## src/sv/ffba_pkg.sv

```systemverilog
// ----------------------------------------------------------------------------
// ffba_pkg
// Shared types and constants of the first-fit block allocator.
// ----------------------------------------------------------------------------
package ffba_pkg;

  localparam logic [31:0] HdrBytes   = 32'd24;
  localparam logic [31:0] MinPayload = 32'd8;
  localparam logic [32:0] LimitBytes = 33'h0_3FFF_FFFF;

  typedef enum logic [1:0] {
    F_ALLOC = 2'd0,
    F_FREE  = 2'd1,
    F_ADD   = 2'd2,
    F_NONE  = 2'd3
  } func_e;

  typedef enum logic [2:0] {
    ST_OK     = 3'd0,
    ST_NOFIT  = 3'd1,
    ST_BADPTR = 3'd2,
    ST_DOUBLE = 3'd3,
    ST_LARGE  = 3'd4,
    ST_FULL   = 3'd5,
    ST_SMALL  = 3'd6,
    ST_RSVD   = 3'd7
  } status_e;

  // per-cell command for one cycle
  typedef enum logic [1:0] {
    C_HOLD       = 2'd0,
    C_TAKE_LEFT  = 2'd1,
    C_TAKE_RIGHT = 2'd2,
    C_WRITE      = 2'd3
  } cmd_e;

  typedef struct packed {
    logic        valid;
    logic        used;
    logic [31:0] start;
    logic [31:0] payload;
  } entry_t;

  typedef struct packed {
    logic fit;
    logic eq;
    logic lt;
  } flags_t;

endpackage

```

## src/sv/ffba_cell.sv

```systemverilog
// ----------------------------------------------------------------------------
// ffba_cell
// One table slot: holds a block, shifts to or from its neighbors and
// compares itself against the broadcast search keys.
// ----------------------------------------------------------------------------
module ffba_cell (
  input  logic            clk_i,
  input  logic            rst_ni,
  input  ffba_pkg::cmd_e   cmd_i,
  input  ffba_pkg::entry_t wr_i,
  input  ffba_pkg::entry_t left_i,
  input  ffba_pkg::entry_t right_i,
  input  logic [31:0]     key_i,
  input  logic [32:0]     need_i,
  output ffba_pkg::entry_t ent_o,
  output ffba_pkg::flags_t flags_o
);
  import ffba_pkg::*;

  entry_t ent_q, ent_d;

  always_comb begin
    case (cmd_i)
      C_HOLD:       ent_d = ent_q;
      C_TAKE_LEFT:  ent_d = left_i;
      C_TAKE_RIGHT: ent_d = right_i;
      C_WRITE:      ent_d = wr_i;
      default:      ent_d = ent_q;
    endcase
  end

  always_ff @(posedge clk_i or negedge rst_ni) begin
    if (!rst_ni) begin
      ent_q <= '0;
    end else begin
      ent_q <= ent_d;
    end
  end

  assign ent_o       = ent_q;
  assign flags_o.fit = ent_q.valid && !ent_q.used && ({1'b0, ent_q.payload} >= need_i);
  assign flags_o.eq  = ent_q.valid && (ent_q.start == key_i);
  assign flags_o.lt  = ent_q.start < key_i;

endmodule

```

## config.mk

```make
export PLATFORM = sky130hd
export DESIGN_NAME = ffba_cell
export DESIGN_NICKNAME = d
export VERILOG_FILES = /design/src/sv/ffba_pkg.sv /design/src/sv/ffba_cell.sv
export SDC_FILE = /design/constraint.sdc
export NUM_CORES = 1
export LEC_CHECK = 0
export BUFFER_PORTS_ARGS = -buffer_cell sky130_fd_sc_hd__buf_4
export CAP_MARGIN = 20
export CORE_AREA = 2 2 131 133
export DETAILED_ROUTE_END_ITERATION = 8
export DIE_AREA = 0 0 133 135
export GPL_TIMING_DRIVEN = 0
export HOLD_SLACK_MARGIN = 0.05
export MAX_ROUTING_LAYER = met4
export PLACE_DENSITY = 0.64
export SYNTH_ARGS = -nofsm -noshare
export SYNTH_HDL_FRONTEND = slang
export SYNTH_SLANG_ARGS = --single-unit
```

## constraint.sdc

```tcl
create_clock -name clk_i -period 3.45 [get_ports clk_i]
set_input_delay 0.1725 -clock clk_i [delete_from_list [all_inputs] [get_ports clk_i]]
set_output_delay 0.1725 -clock clk_i [all_outputs]
set_load 0.1 [all_outputs]
```

==> run_results.csv <==
group,metric,value,unit
timing,drv_slew,0,
synth,synth_nets,700,
worst_hold_path,worst_hold_path.num_cells,2,
timing,postLayoutSetupSlackWorst,0.6752,ns
routing,vias,4601,
synth,synth-warning-count,0,
routing,viasPerCell,4.895,
pwr,peakVddDrop,0.2279,mV
floorplanning,rows,47,
grt,grt_max_degree,67,
clock_tree,cts_root_buf,"clkbuf_16",
routing,remaining_drc_errors,0,
finish,drive_gt1_frac,0.5925,
critical_path,reg2reg_to,"ent_o[16]",
finish,ff_latch_area,1652,sq um
timing,setup_viol,0,
clock_tree,postCtsHoldBufs,1,
routing,post_drt_wl_per_cell,19.10,um
synth,ys_ff_latch,66,
grt,grt_pass1_wl,27240,um
job,max_cap_viol_count,0,
clock_tree,clock_path_buffers,2,
grt,grt_pass1_vias,5007,
finish,synthToLayoutAreaGrowth,64.64,%
grt,antenna_found_initial,1,
critical_path,slowest_delay,0.40,ns
critical_path,start_kind,"flip-flop",
routing,dr.pass1.iters,4,
place,place_ws,1.014,ns
synth,synth-edff-count,0,
finish,largest_reg_flops,66,
worst_hold_path,hold_end,"ent_o[11]",
pwr,p_per_area,445.5,nW/um^2
clock_tree,insertion_delay,0.33,ns
critical_path,r2r_slack,2.39,ns
status,status,"finished clean",
routing,wl,17950,um
routing,antenna_left,0,
clock_tree,postCtsSetupBuffers,0,
clock_tree,cts_made_buffers,9,
timing,fin_crit_sh,0.8043,
floorplanning,initial_utilization,0.2927,
critical_path,crit_slowest_cell,"dfrtp_1",
grt,grt.overflow.total,0,
synth,syn_area,4802,sq um
clock_tree,htreeDepth,3,
floorplanning,io_pins,336,
clock_tree,cts_sinks,66,
timing,worstMarginPinSlew,0.8989,ns
floorplanning,die_h,135,um
floorplanning,core_area,16410,sq um
critical_path,path_max_fanout,3,
synth,synthFlopType,"dfrtp_1",
place,hpwl,14940,um
critical_path,regToRegStartpoint,"ent_o[16]",
timing,relSlewSlack,0.4007,
critical_path,path_class,"reg2out",
pwr,leakage,0.004054,uW
synth,synth_area_per_cell,13.01,sq um
finish,nets,1046,
timing,min_period,2.775,ns
critical_path,path_delay_family,"compound AO/OA/AOI/OAI gates",
finish,n_fill_cell,1514,
timing,rsz0062_at_grt,"no",
critical_path,required,3.28,ns
routing,drtIter0Drc,105,
floorplanning,die_width,133,um
critical_path,end_kind,"output pin",
critical_path,arrival,2.60,ns
clock_tree,clk_pin_slew,0.06,ns
critical_path,crit_chain,"ha_1, a21o_1, a21oi_2, o21ai_1, or4_1, a211o_1, a31o_1, buf_4",
synth,seq_area_frac_synth,0.3439,
floorplanning,dieArea,17960,sq um
critical_path,critical_path_buf_inv_count,1,
synth,ys_async_sr_fraction,1.000,
place,gp_congestion,0.9040,
timing,hold_viol_final,0,
worst_hold_path,hp-start,"right_i[11]",
clock_tree,post_cts_resized,0,
synth,synth_cell_type_count,30,
place,portBuffers,334,
worst_hold_path,hp-class,"in2reg",
finish,multi_input_area,2848,sq um
critical_path,worstRegToRegCells,1,
timing,max_freq,360.4,MHz
clock_tree,cts_tree,"done",
timing,finalSetupTns,0,ns
synth,synth_cells,369,
timing,fin_skew,0,ns
grt,grt_usage,0.2046,
pwr,power,3522,uW
[layout make-up]
cell class / count / share of cell area
multi-input cells: 224 / 0.3602
repair buffers: 335 / 0.3184
flip-flops and latches: 66 / 0.2089
well taps: 220 / 0.03482
clock buffers: 13 / 0.03418
inverters: 65 / 0.03086
plain buffers: 14 / 0.007913
clock inverters: 2 / 0.004431
diodes: 1 / 0.0003165
[per-layer routing]
layer,wire (um),global-route usage
met5,0,-
met4,397,0.07288
met3,1460,0.05856
met2,8970,0.3391
met1,7126,0.2388
[layout by cell type (no fill, tap or decap), types with 2 or more instances in the layout]
master     instances
nand2_1            8
nand4_1           11
nor3_1             3
buf_4            334
a211oi_1           3
nor2b_1            2
o211ai_1           2
clkbuf_16          9
nor2_1             6
buf_2              8
inv_1             65
a21oi_2            2
clkbuf_8           3
ha_1              64
nand3_1            2
buf_1              6
a21oi_1           22
and4_1             2
dfrtp_1           66
o21ai_0            8
mux4_2            66
a21o_1            12
[where the power goes]
group	leakage (uW)	internal, uW	total (uW)	switching (uW)
Sequential	0.000770	867	966	98.8
Combinational	0.00313	576	1600	1030
Clock	0.000152	614	954	340
[stage by stage]
step	area (sq um)	instances	util	hold WS, ns
after floorplan	4806	369	-	-0.1231
after global placement	7589	923	0.4625	0.3407
after detailed placement	7589	923	0.4625	0.3536
after CTS	7904	939	0.4817	0.1390
after global routing	7906	940	0.4819	0.1416
final	7906	940	0.4819	0.1559
[cells in the mapped netlist (2+ instances only)]
cell type,n,area (sq um)
o21ai_0,8,40.04
nor2_1,6,22.52
and4_1,2,17.52
nand4_1,11,68.82
buf_2,8,40.04
buf_1,6,22.52
a21o_1,12,90.09
inv_1,65,244.0
ha_1,64,800.8
nand2_1,8,30.03
nor3_1,3,15.01
dfrtp_1,66,1652
a21oi_1,23,115.1
o211ai_1,2,15.01
nor2b_1,2,12.51
mux4_2,66,1486
nand3_1,2,10.01
a211oi_1,3,22.52
[worst max-delay path by stage]
stage                     startpoint    endpoint  slack [ns]  cells past startpoint
after floorplan             ent_o[6]  flags_o[2]        0.42                      7
after global placement      ent_o[6]  flags_o[2]        1.01                      8
after detailed placement    ent_o[6]  flags_o[2]        1.01                      8
after CTS                   ent_o[6]  flags_o[2]        0.63                      8
after global routing        ent_o[6]  flags_o[2]        0.54                      8
final                       ent_o[6]  flags_o[2]        0.68                      8
[cell families after synthesis]
group / synth area share
buf+inv: 0.06383
mux: 0.3095
simple gates: 0.04299
flops: 0.3439
fa+ha+maj: 0.1668
compound gates: 0.07296
Note: power is estimated with default switching activity, not from simulation.
